===== config.mk =====
export PLATFORM = sky130hd
export DESIGN_NAME = scl_front
export DESIGN_NICKNAME = d
export VERILOG_FILES = /design/src/scl_pkg.sv /design/src/scl_front.sv
export SDC_FILE = /design/constraint.sdc
export NUM_CORES = 1
export LEC_CHECK = 0
export ABC_AREA = 1
export BUFFER_PORTS_ARGS = -buffer_cell sky130_fd_sc_hd__buf_4
export CAP_MARGIN = 20
export CORE_ASPECT_RATIO = 1.25
export CORE_UTILIZATION = 59
export DETAILED_ROUTE_END_ITERATION = 16
export PLACE_DENSITY = 0.91
export SLEW_MARGIN = 15
export SYNTH_ARGS = -nofsm -noshare
export SYNTH_HDL_FRONTEND = slang
export SYNTH_SLANG_ARGS = --single-unit
export TNS_END_PERCENT = 10

===== constraint.sdc =====
create_clock -name vclk -period 1.9
set_input_delay 0.095 -clock vclk [all_inputs]
set_output_delay 0.095 -clock vclk [all_outputs]
set_load 0.005 [all_outputs]

===== src/scl_pkg.sv =====
// ----------------------------------------------------------------------------
// scl_pkg: shared types and constants of the cache lookup engine
// Geometry, field widths, register indexes and the lookup request beat.
// ----------------------------------------------------------------------------
`default_nettype none

package scl_pkg;

  localparam int WAYS      = 4;
  localparam int WAY_W     = 2;
  localparam int SETS      = 64;
  localparam int SET_W     = 6;
  localparam int ADDR_W    = 48;
  localparam int OFF_W     = 6;
  localparam int TAG_W     = 45;
  localparam int CNT_W     = 32;
  localparam int CFG_W     = 3;
  localparam int CFG_IDX_W = 2;
  localparam int LFSR_W    = 16;
  localparam int OB_MIN    = 3;
  localparam int OB_MAX    = 6;
  localparam int IB_MAX    = 6;
  localparam int ORDER_W   = WAYS * WAY_W;

  localparam logic [LFSR_W-1:0] LFSR_SEED = 16'hACE1;

  // Configuration register indexes.
  localparam logic [CFG_IDX_W-1:0] CFG_REPLACE_RANDOM = 2'd0;
  localparam logic [CFG_IDX_W-1:0] CFG_OFFSET_BITS    = 2'd1;
  localparam logic [CFG_IDX_W-1:0] CFG_INDEX_BITS     = 2'd2;

  // One classified lookup, as it travels from the front to the back.
  typedef struct packed {
    logic [OFF_W-1:0] offset;
    logic [SET_W-1:0] set;
    logic [TAG_W-1:0] tag;
  } req_t;

  // Recency order after reset: way p at position p.
  function automatic logic [ORDER_W-1:0] order_reset();
    logic [ORDER_W-1:0] o;
    o = '0;
    for (int p = 0; p < WAYS; p++) begin
      o[p*WAY_W +: WAY_W] = WAY_W'(p);
    end
    return o;
  endfunction

endpackage

`default_nettype wire


===== src/scl_front.sv =====
// ----------------------------------------------------------------------------
// scl_front: address classification
// Splits a read address into byte offset, set index and tag.
// ----------------------------------------------------------------------------
`default_nettype none

module scl_front import scl_pkg::*; (
  input  wire logic [ADDR_W-1:0] address,
  input  wire logic [CFG_W-1:0]  offset_bits,
  input  wire logic [CFG_W-1:0]  index_bits,
  output req_t                   req
);

  logic [CFG_W-1:0]  ob;
  logic [CFG_W-1:0]  ib;
  logic [ADDR_W-1:0] off_mask;
  logic [ADDR_W-1:0] set_mask;
  logic [ADDR_W-1:0] above_off;
  logic [ADDR_W-1:0] above_set;

  // Clamp the field widths to the supported ranges.
  always_comb begin
    ob = offset_bits;
    if (ob < CFG_W'(OB_MIN)) ob = CFG_W'(OB_MIN);
    if (ob > CFG_W'(OB_MAX)) ob = CFG_W'(OB_MAX);
    ib = index_bits;
    if (ib > CFG_W'(IB_MAX)) ib = CFG_W'(IB_MAX);
  end

  // Cut the address into its three fields.
  always_comb begin
    off_mask  = ~({ADDR_W{1'b1}} << ob);
    set_mask  = ~({ADDR_W{1'b1}} << ib);
    above_off = address >> ob;
    above_set = above_off >> ib;
    req.offset = OFF_W'(address & off_mask);
    req.set    = SET_W'(above_off & set_mask);
    req.tag    = TAG_W'(above_set);
  end

endmodule

`default_nettype wire


Word level (Yosys, flattened, before mapping). Index checks and enable logic that the tools add are counted.

Memories: 0. Bits in writable memories: 0. Output and inout bits: 57. Bits in latches: 0. Memory bits (read-only): 0. Input port bits: 54. Flip-flop bits (word level): 0. Word-level logic and storage cells: 14.

$add $sub $neg: 0. Bitwise logic cells: 4. Shifts and indexed selects: 4. Multipliers: 0. Eq/ne operators: 0. Order comparisons: 3. Reduce and logical (&&, ||, !) cells: 0. Div/mod/pow operators: 0. Muxes and demuxes: 3.

Operators by type and width (number): $shl 48x3->6 const A (2); $shr 48x3->45 (1); $shr 48x3->48 (1); $and 6x6->6 (2); $not 6->6 (2); $mux 3 (3); $gt 3x3->1 const B (2); $lt 3x2->1 const B (1).

Longest topological paths before layout.
Depth after elaboration: 7. Depth in mapped cells: 14. Mapped depth without buffers: 12.

Least setup slack after synthesis. No wires, ideal clock.

Path kind: input to output. From: input port offset_bits[2]. To: output port req[20] (netlist bit). Slack: 657 ps. Arrival: 1148 ps. Data required time: 1805 ps. Cell stages on the path: 11. Path buffers: 2. Cell sequence: buf_4 > inv_4 > nor2_8 > inv_2 > buf_4 > nand3_1 > nand3_1 > nand3_1 > nand3_1 > nand3_1 > nand2_1.

RTL lines: from (decl) (line scl_front.sv:9) `input wire logic [CFG_W-1:0] offset_bits,`; to (decl) (line scl_front.sv:11) `output req_t req`.

==> summary.txt <==
Status
  – Outcome: complete, no violations

Final layout
  – Post-layout util: 75.8%
  – # nets final: 847
  – Register area: 0 um2
  – Layout cells sized above 1: 17.8%
  – Fillers: 505
  – Ant. Diodes: 0
  – Area added between synthesis and finish: 22.6%
  – Layout clock buffers: 0
  – FF+latch count: 0

Setup path
  – Top cell family by delay on the critical path: simple AND/OR/NAND/NOR gates
  – Max incr delay on CP: 360 ps
  – Crit-path cells: buf_4 -> buf_4 -> nand3_1 -> nand3_1 -> nand3_1 -> nand3_1 -> nand3_1 -> nand3_1 -> nand2_1 -> buf_4
  – Most frequent CP cell: nand3_1
  – Critical Path End Type: primary output
  – Crit Path Class: primary input to primary output
  – Worst Setup Start Kind: primary input
  – Arrival time worst endpoint: 1680 ps
  – WP data required: 1800 ps
  – CP max-delay cell: buf_4
  – CP max FO: 33
  – CP bufs+invs: 3

Floorplan
  – Die Footprint: 6050 um2
  – # rows: 30
  – Die Y: 86.7 um
  – Die X: 69.8 um
  – I/O Pins: 111
  – Initial Utilization: 61.8%
  – Core ar.: 5480 um2

Detailed routing
  – Total via count in the routed design: 5467
  – Drt pass-1 iters: 8
  – Vias per cell: 6.39
  – WL final: 12400 um
  – WL/cell: 14.5 um
  – DRT antenna net count: 0
  – Drt first-iter violations: 980
  – DRC viols: 0

Synthesis
  – Mean Syn Cell Area: 4.68 um2
  – Register area share after synthesis: 0%
  – Most common cell in the netlist: nand3_1
  – Synth top area share: 49.7%
  – Syn_nets: 778
  – Largest cells by area after synthesis: nand3_1 50%, nand2_1 23%, inv_1 6.4%, buf_2 3.7%, a21oi_1 2.2%
  – Mapped cell area: 3390 um2
  – Post-Synthesis Cells: 724
  – Cell taking the most area after synthesis: nand3_1
  – Count of warnings emitted by yosys: 0
  – Most frequent cells after synthesis: 336 x nand3_1, 203 x nand2_1, 58 x inv_1
  – Library cells used by synthesis: 34

Worst hold path
  – Hold Path End: req[51]
  – Hold path start: address[0]
  – Number of cells on the worst hold path: 0
  – Type of the tightest min-delay check: primary input to primary output

Pwr
  – Total power draw: 1370 uW
  – Worst vdd rail ir drop: 202 uV
  – Pwr/cell area: 331 nW/um2
  – Leakage: 0.00236 uW

STA
  – Unrepaired setup endpoints after global routing: yes
  – Slew @ Worst Pin: 488 ps
  – Final min period: 1770 ps
  – Max Slew Vio Count: 0
  – Final worst-path cycle share: 93.4%
  – Final setup vio count: 0
  – Slew Limit Headroom: 67.4%
  – Hold Vio Cnt, Final: 0
  – Fmax: 564 MHz

Clock network
  – # Post-CTS Setup Buffers: 0
  – Post-CTS sizing: 0
  – CTS Hold Bufs: 0

Global routing
  – Initial antenna violation count: 0
  – Grt total ovfl: 0
  – Number of global-route vias before repair: 4405
  – GRT Resource Usage Total: 39.9%
  – First-pass GRT wire length: 20400 um
  – Largest net degree at the start of global routing: 46

Run
  – Max-cap violations: 0

Placement
  – Gpl congestion: 1.06
  – IO Port Bufs: 105
  – HPWL Detailed: 9550 um
==> stage by stage <==
stage / setup slack [ps] / hold slack (ps) / cell area, um2 / cells / setup TNS (ps)
6_report: 126 / 190 / 4150 / 855 / 0
5_1_grt: -32.7 / 190 / 4150 / 855 / -57.3
4_1_cts: 173 / 190 / 4150 / 855 / 0
3_5_place_dp: 172 / 190 / 4150 / 855 / 0
3_3_place_gp: 219 / 190 / 4150 / 855 / 0
2_1_floorplan: 657 / 269 / 3390 / 724 / 0
==> placed cells by master (no fill, tap or decap), drive strengths merged, types with 4 or more instances in the layout <==
cell and count:
a21oi 16, buf 125, nor2 13, nand3 337, inv 61, nand2 209
o21ai 5, o211ai 4, nand4 8
==> metal layers <==
metal  vias to the layer above  global-route usage [%]  share of wire, %
li1                       2607                       -                 -
met1                      2372                    60.3                40
met2                       466                    62.2                44
met3                        22                    5.12                15
met4                         0                    3.27              0.96
met5                         -                       0                 0
==> kinds of logic (layout without fill, tap and decap cells) <==
| kind of cell | after synthesis | count (layout) | synth area share, % |
|---|---|---|---|
| AO/OA/AOI/OAI | 33 | 33 | 6.02 |
| buffers and inverters | 121 | 188 | 15.8 |
| AND/OR/NAND/NOR | 570 | 570 | 78.2 |
==> cell type report <==
class / count / area (um2) / share of cell area [%]
Multi-Input combinational cell: 603 / 2850 / 68.7
Inverter: 63 / 241 / 5.82
Tap cell: 64 / 80.1 / 1.93
Timing Repair Buffer: 125 / 980 / 23.6
==> how the worst max path moves through the flow <==
stage / from / depth (start not counted) / slack (ps) / to
finish: offset_bits[2] / 10 / 130 / req[11]
global route: offset_bits[1] / 15 / -30 / req[3]
CTS: offset_bits[1] / 12 / 170 / req[18]
detailed placement: offset_bits[1] / 12 / 170 / req[18]
global placement: offset_bits[1] / 14 / 220 / req[3]
floorplan: offset_bits[2] / 11 / 660 / req[20]
==> power by group <==
group,switching [uW],internal [uW],total [uW]
registers,0,0,0
clock network,0,0,0
logic,813,560,1370
total,813,560,1370
No activity file was read; power rests on OpenSTA's default activity.
