File: config.mk
export PLATFORM = sky130hd
export DESIGN_NAME = scl_fifo
export DESIGN_NICKNAME = d
export VERILOG_FILES = /design/src/scl_pkg.sv /design/src/scl_fifo.sv
export SDC_FILE = /design/constraint.sdc
export NUM_CORES = 1
export LEC_CHECK = 0
export BUFFER_PORTS_ARGS = -buffer_cell sky130_fd_sc_hd__buf_4
export CELL_PAD_IN_SITES_DETAIL_PLACEMENT = 1
export CELL_PAD_IN_SITES_GLOBAL_PLACEMENT = 1
export CORE_ASPECT_RATIO = 1.25
export CORE_UTILIZATION = 25
export DETAILED_ROUTE_END_ITERATION = 10
export MAX_ROUTING_LAYER = met4
export PLACE_DENSITY_LB_ADDON = 0.1
export SLEW_MARGIN = 40
export SYNTH_ARGS = -nofsm -noshare
export SYNTH_HDL_FRONTEND = slang
export SYNTH_SLANG_ARGS = --single-unit
export TNS_END_PERCENT = 10
File: constraint.sdc
create_clock -name clk -period 3.81 [get_ports clk]
set_input_delay 0 -clock clk [delete_from_list [all_inputs] [get_ports clk]]
set_output_delay 0 -clock clk [all_outputs]
set_load 0.02 [all_outputs]
File: src/scl_pkg.sv
// ----------------------------------------------------------------------------
// scl_pkg: shared types and constants of the cache lookup engine
// Geometry, field widths, register indexes and the lookup request beat.
// ----------------------------------------------------------------------------
`default_nettype none

package scl_pkg;

  localparam int WAYS      = 4;
  localparam int WAY_W     = 2;
  localparam int SETS      = 64;
  localparam int SET_W     = 6;
  localparam int ADDR_W    = 48;
  localparam int OFF_W     = 6;
  localparam int TAG_W     = 45;
  localparam int CNT_W     = 32;
  localparam int CFG_W     = 3;
  localparam int CFG_IDX_W = 2;
  localparam int LFSR_W    = 16;
  localparam int OB_MIN    = 3;
  localparam int OB_MAX    = 6;
  localparam int IB_MAX    = 6;
  localparam int ORDER_W   = WAYS * WAY_W;

  localparam logic [LFSR_W-1:0] LFSR_SEED = 16'hACE1;

  // Configuration register indexes.
  localparam logic [CFG_IDX_W-1:0] CFG_REPLACE_RANDOM = 2'd0;
  localparam logic [CFG_IDX_W-1:0] CFG_OFFSET_BITS    = 2'd1;
  localparam logic [CFG_IDX_W-1:0] CFG_INDEX_BITS     = 2'd2;

  // One classified lookup, as it travels from the front to the back.
  typedef struct packed {
    logic [OFF_W-1:0] offset;
    logic [SET_W-1:0] set;
    logic [TAG_W-1:0] tag;
  } req_t;

  // Recency order after reset: way p at position p.
  function automatic logic [ORDER_W-1:0] order_reset();
    logic [ORDER_W-1:0] o;
    o = '0;
    for (int p = 0; p < WAYS; p++) begin
      o[p*WAY_W +: WAY_W] = WAY_W'(p);
    end
    return o;
  endfunction

endpackage

`default_nettype wire

File: src/scl_fifo.sv
// ----------------------------------------------------------------------------
// scl_fifo: two-entry request queue
// Decouples the classifying front from the lookup back.
// ----------------------------------------------------------------------------
`default_nettype none

module scl_fifo import scl_pkg::*; (
  input  wire logic clk,
  input  wire logic rst_n,
  input  wire logic push,
  input  req_t      push_data,
  input  wire logic pop,
  output req_t      pop_data,
  output logic      full,
  output logic      empty
);

  req_t       mem_r [2];
  logic       wr_ptr_r, wr_ptr_nxt;
  logic       rd_ptr_r, rd_ptr_nxt;
  logic [1:0] cnt_r, cnt_nxt;

  // Pointer and fill count update.
  always_comb begin
    wr_ptr_nxt = push ? ~wr_ptr_r : wr_ptr_r;
    rd_ptr_nxt = pop  ? ~rd_ptr_r : rd_ptr_r;
    cnt_nxt    = cnt_r + 2'(push) - 2'(pop);
  end

  always_ff @(posedge clk) begin
    if (!rst_n) begin
      wr_ptr_r <= 1'b0;
      rd_ptr_r <= 1'b0;
      cnt_r    <= 2'd0;
    end else begin
      wr_ptr_r <= wr_ptr_nxt;
      rd_ptr_r <= rd_ptr_nxt;
      cnt_r    <= cnt_nxt;
    end
  end

  // Entry storage needs no reset.
  always_ff @(posedge clk) begin
    if (push) mem_r[wr_ptr_r] <= push_data;
  end

  assign pop_data = mem_r[rd_ptr_r];
  assign full     = (cnt_r == 2'd2);
  assign empty    = (cnt_r == 2'd0);

endmodule

`default_nettype wire

# Word level (Yosys, flattened, before mapping)
# Memories as Yosys holds them, arrays and structs flattened. A register that Yosys moved wholly into a read port is not among the register bits.
# Index checks and enable logic that the tools add are counted.
[word_totals]
elab_cells = 14
memories = 1
regBits = 4
ramBits = 114
[op_classes]
mux = 4
n_reduce_logical = 1
eq_ne = 1
n_addsub = 2
n_bitwise = 2
[mem_list]
columns = ["name", "words", "width", "read_ports", "rd_ports_with_merged_regs", "write_ports", "line_no", "rtl"]
rows = [
  ["mem_r", 2, 57, 1, 1, 1, "scl_fifo.sv:18", "req_t mem_r [2];"],
]
[op_table]
columns = ["cell", "count"]
rows = [
  ["$mux W1", 4],
  ["$add A2 B1 Y2", 1],
  ["$eq A2 B2 Y1 const B", 1],
  ["$logic_not A2 Y1", 1],
  ["$not A1 Y1", 2],
  ["$sub A2 B1 Y2", 1],
]

# Logic depth before layout (Yosys ltp)
[logic_depth]
depth_word = 3
mapped_depth = 6

# Worst setup path after synthesis
# Ideal clock, no wire load.
[synth_timing]
path_type = "reg2reg"
start = "register wr_ptr_r"
end = "memory mem_r[0][0] (netlist bit) (enable)"
arrival_ns = 2.868
n_path_buf = 0
t_required_ns = 3.330
stages_incl_launch_ff = 2
slack_ns = 0.463
synth_period_minus_slack_ns = 3.347
path_cell_list = "dfxtp_1 > nor2b_1"
[synth_lines]
columns = ["item", "line_no", "rtl"]
rows = [
  ["from (decl)", "scl_fifo.sv:19", "logic wr_ptr_r, wr_ptr_nxt;"],
  ["from (signal assigned)", "scl_fifo.sv:36", "wr_ptr_r <= wr_ptr_nxt;"],
  ["to (decl)", "scl_fifo.sv:18", ""],
]
# No word-level cell before the write port.

==> summary.txt <==
Outcome
  – Status: completed

Hold path
  – Hold Startpoint: push_data[13]
  – HP Class: in -> reg
  – WHS Endpoint: mem_r[0][13]$_DFFE_PP_
  – Hold path depth: 2

Critical path
  – Critical Path RT: between 3000 and 4000 ps
  – CP bufs+invs: 2
  – Setup Crit Path Kind: reg -> out
  – Origin of the critical flop-to-flop path: wr_ptr_r$_SDFFE_PN0P_
  – Endpoint class of the critical path: primary output
  – Crit path launch type: register
  – Crit-path max FO: 30
  – Reg2reg end: mem_r[1][37]$_DFFE_PP_
  – Crit path DAT: approximately 1900 ps
  – Crit path max-delay family: flip-flops
  – Crit path cell chain: buf_12 -> mux2_2 -> buf_4
  – Reg2Reg Depth: 3
  – Critical-path top delay cell: dfxtp_4
  – Max stage delay on crit path: slightly below 700 ps
  – Reg2reg setup slack: between 2000 and 2500 ps

Timing
  – Slew @ Worst Pin: 535.9 ps
  – Final Hold Fails: 0
  – Pins Over Slew Limit: 0
  – Clock Skew: between 6 and 7 ps
  – RSZ-0062 raised after global routing: no
  – Final min period: 1934 ps
  – Hold_ws: ~320 ps
  – Period utilization: approximately half
  – Rel. slew slack: around 64%
  – Fmax: 517.0 MHz
  – Final setup vio count: 0
  – Final total negative setup slack: 0 ps

Pwr
  – Int Pwr: 2.809 mW
  – PwrDens: 524.0 mW/mm²
  – Sw frac: 22.02%
  – Part of the power in registers: 43.0%
  – Switching power total: about 0.79 mW
  – Leak: around 2.7 nW
  – VDD IR-drop max: 0.2203 mV
  – Clock power frac: 43.3%
  – Pwr Total: between 3 and 4 mW
  – Gate power share: a little over an eighth

Routing
  – WL/cell: 14.69 µm
  – Router iterations before antenna repair: 5
  – Vias: around 2,500
  – Final WL: approximately 9300 µm
  – Vias per cell: about 4
  – Initial DRC Count: 73
  – ANT nets after route: 0
  – # DRC: 0

Global routing
  – First-pass GRT wire length: around 14,000 µm
  – Number of global-route vias before repair: 2,687
  – Gr ovfl total: 0
  – Initial antenna violation count: 0
  – Largest net degree at the start of global routing: 33
  – GRT Total Usage: roughly 11%

Synthesis
  – Yosys warnings: 0
  – Yosys reg bits: about 120
  – Yosys top cell by area: edfxtp_1
  – Syn Inst Count: between 150 and 200
  – Syn nets: between 200 and 300
  – Synth cell types: 14
  – Synthesized area per cell: approximately 23 µm²
  – Seq/Total Area, Yosys: approximately 79%
  – Top cells by area, synth: edfxtp_1, mux2_4, mux2_2
  – Cell area after synthesis: about 0.0045 mm²
  – Yosys top cell area share: roughly 77%

Clock network
  – Root Driver: clkbuf_16
  – CTS clk-pin slew, worst paths: 50 ps
  – Clock Tree Buf Depth: 2
  – Num CTS Buffers: 17
  – Number of clock sinks: 119
  – TritonCTS clock tree: yes
  – Post-CTS Setup Repair Bufs: 0
  – # H-tree levels: 4
  – Worst-skew pair later-pin latency: around 400 ps

Placed design
  – Placement Cell Area: about 0.0057 mm²
  – Gp weighted congestion: 0.6393
  – HPWL reported at the end of detailed placement: 5733 µm
  – PortBufs: between 100 and 150

Flow run
  – Max-Cap Viols: 0

Cells and area
  – Final Instance Area: around 0.0069 mm²
  – Final #Nets: approximately 460
  – N_diodes: 0
  – Layout cells sized above 1: 51.34%
  – Area Growth Syn to Fin: 54.22%
  – Final design utilization: around two fifths

Floorplan
  – IO Pins: 120
  – Total die area: ~0.018 mm²
  – Die Height: roughly 150 µm
  – Starting Density: approximately a quarter
  – Core area: between 0.015 and 0.02 mm²
  – Row count: 54
  – Die width: between 100 and 150 µm
per-stage QoR:
step           setup slack, ps  cells
6_report                  1876    633
2_1_floorplan            462.7    198
4_1_cts                   1779    632
3_5_place_dp              1797    539
3_3_place_gp              1799    537
5_1_grt                   1739    633
worst register-to-register path, cell delays in order (launching register included):
cell and delay (ps):
dfxtp_1 380, and2_2 370, buf_16 220, buf_4 400
synth_stat cells:
master,n
buf_6,4
xor2_1,1
ha_1,2
nor2b_1,4
inv_1,2
dfxtp_1,5
o21a_1,1
xnor3_1,1
mux2_4,30
and2_1,4
mux2_2,27
buf_2,2
edfxtp_1,114
nor2_1,1
area by class of cell:
type | instances | area (µm²)
fillers | 1758 | 10560
flip-flops and latches | 119 | 3527
repair buffers | 185 | 1607
clock buffers | 22 | 444.2
inverters | 2 | 7.507
multi-input cells | 71 | 880.8
clock inverters | 10 | 128.9
well taps | 224 | 280.3
cells by family after synthesis:
| family | synth area share (%) |
|---|---|
| compound gates | 0.1685 |
| xor+xnor | 0.7017 |
| fa+ha+maj | 0.5612 |
| buf+inv | 1.403 |
| flops | 79.03 |
| mux | 16.92 |
| simple gates | 1.207 |
state kept, by name, indices dropped and copies added, names as in the netlist, named ones only:
signal,count
mem_r,114
cnt_r,2
wr_ptr_r,1
rd_ptr_r,1
worst max-delay path by stage:
stage	to	slack [ps]	cells past startpoint	startpoint
3_5_place_dp	mem_r[1][43]$_DFFE_PP_	1800	2	wr_ptr_r$_SDFFE_PN0P_
4_1_cts	mem_r[1][2]$_DFFE_PP_	1780	2	wr_ptr_r$_SDFFE_PN0P_
2_1_floorplan	mem_r[0][0]$_DFFE_PP_	460	1	wr_ptr_r$_SDFFE_PN0P_
3_3_place_gp	mem_r[1][21]$_DFFE_PP_	1800	2	wr_ptr_r$_SDFFE_PN0P_
6_report	pop_data[11]	1880	3	register
5_1_grt	pop_data[11]	1740	3	register
layout by cell type, fill, tap and decap left out, types with 2 or more instances in the layout:
| master | synthesis | layout |
|---|---|---|
| mux2_4 | 30 | 30 |
| clkbuf_1 | 0 | 5 |
| nor2b_1 | 4 | 3 |
| ha_1 | 2 | 2 |
| clkinv_2 | 0 | 4 |
| dfxtp_1 | 5 | 4 |
| clkinvlp_4 | 0 | 2 |
| mux2_2 | 27 | 27 |
| buf_12 | 0 | 2 |
| buf_4 | 0 | 120 |
| edfxtp_1 | 114 | 114 |
| clkbuf_16 | 0 | 17 |
| buf_16 | 0 | 2 |
| dlygate4sd3_1 | 0 | 61 |
| bufinv_16 | 0 | 3 |
| inv_1 | 2 | 2 |
| and2_1 | 4 | 3 |
per-layer routing:
metal	part of all wire, %	wire, µm	global-route usage (%)
met1	40	3738	11.48
met2	54	5063	18.58
met3	3.6	338	2.899
met4	1.7	158	5.926
met5	0	0	-
power by group through the flow:
stage	combinational [mW]	clock (mW)	sequential, mW
after floorplan	0.264	0	1.56
after global placement	0.422	0	1.59
after detailed placement	0.449	0	1.58
after CTS	0.501	1.61	1.55
after global routing	0.528	1.66	1.56
final	0.494	1.56	1.55
what timing repair did:
| action | 4_1_cts | 5_1_grt |
|---|---|---|
| resized for setup | 0 | 0 |
| endpoints found under the hold margin | 119 | 0 |
| hold buffers | 61 | 0 |
(Power assumes the default switching activity.)
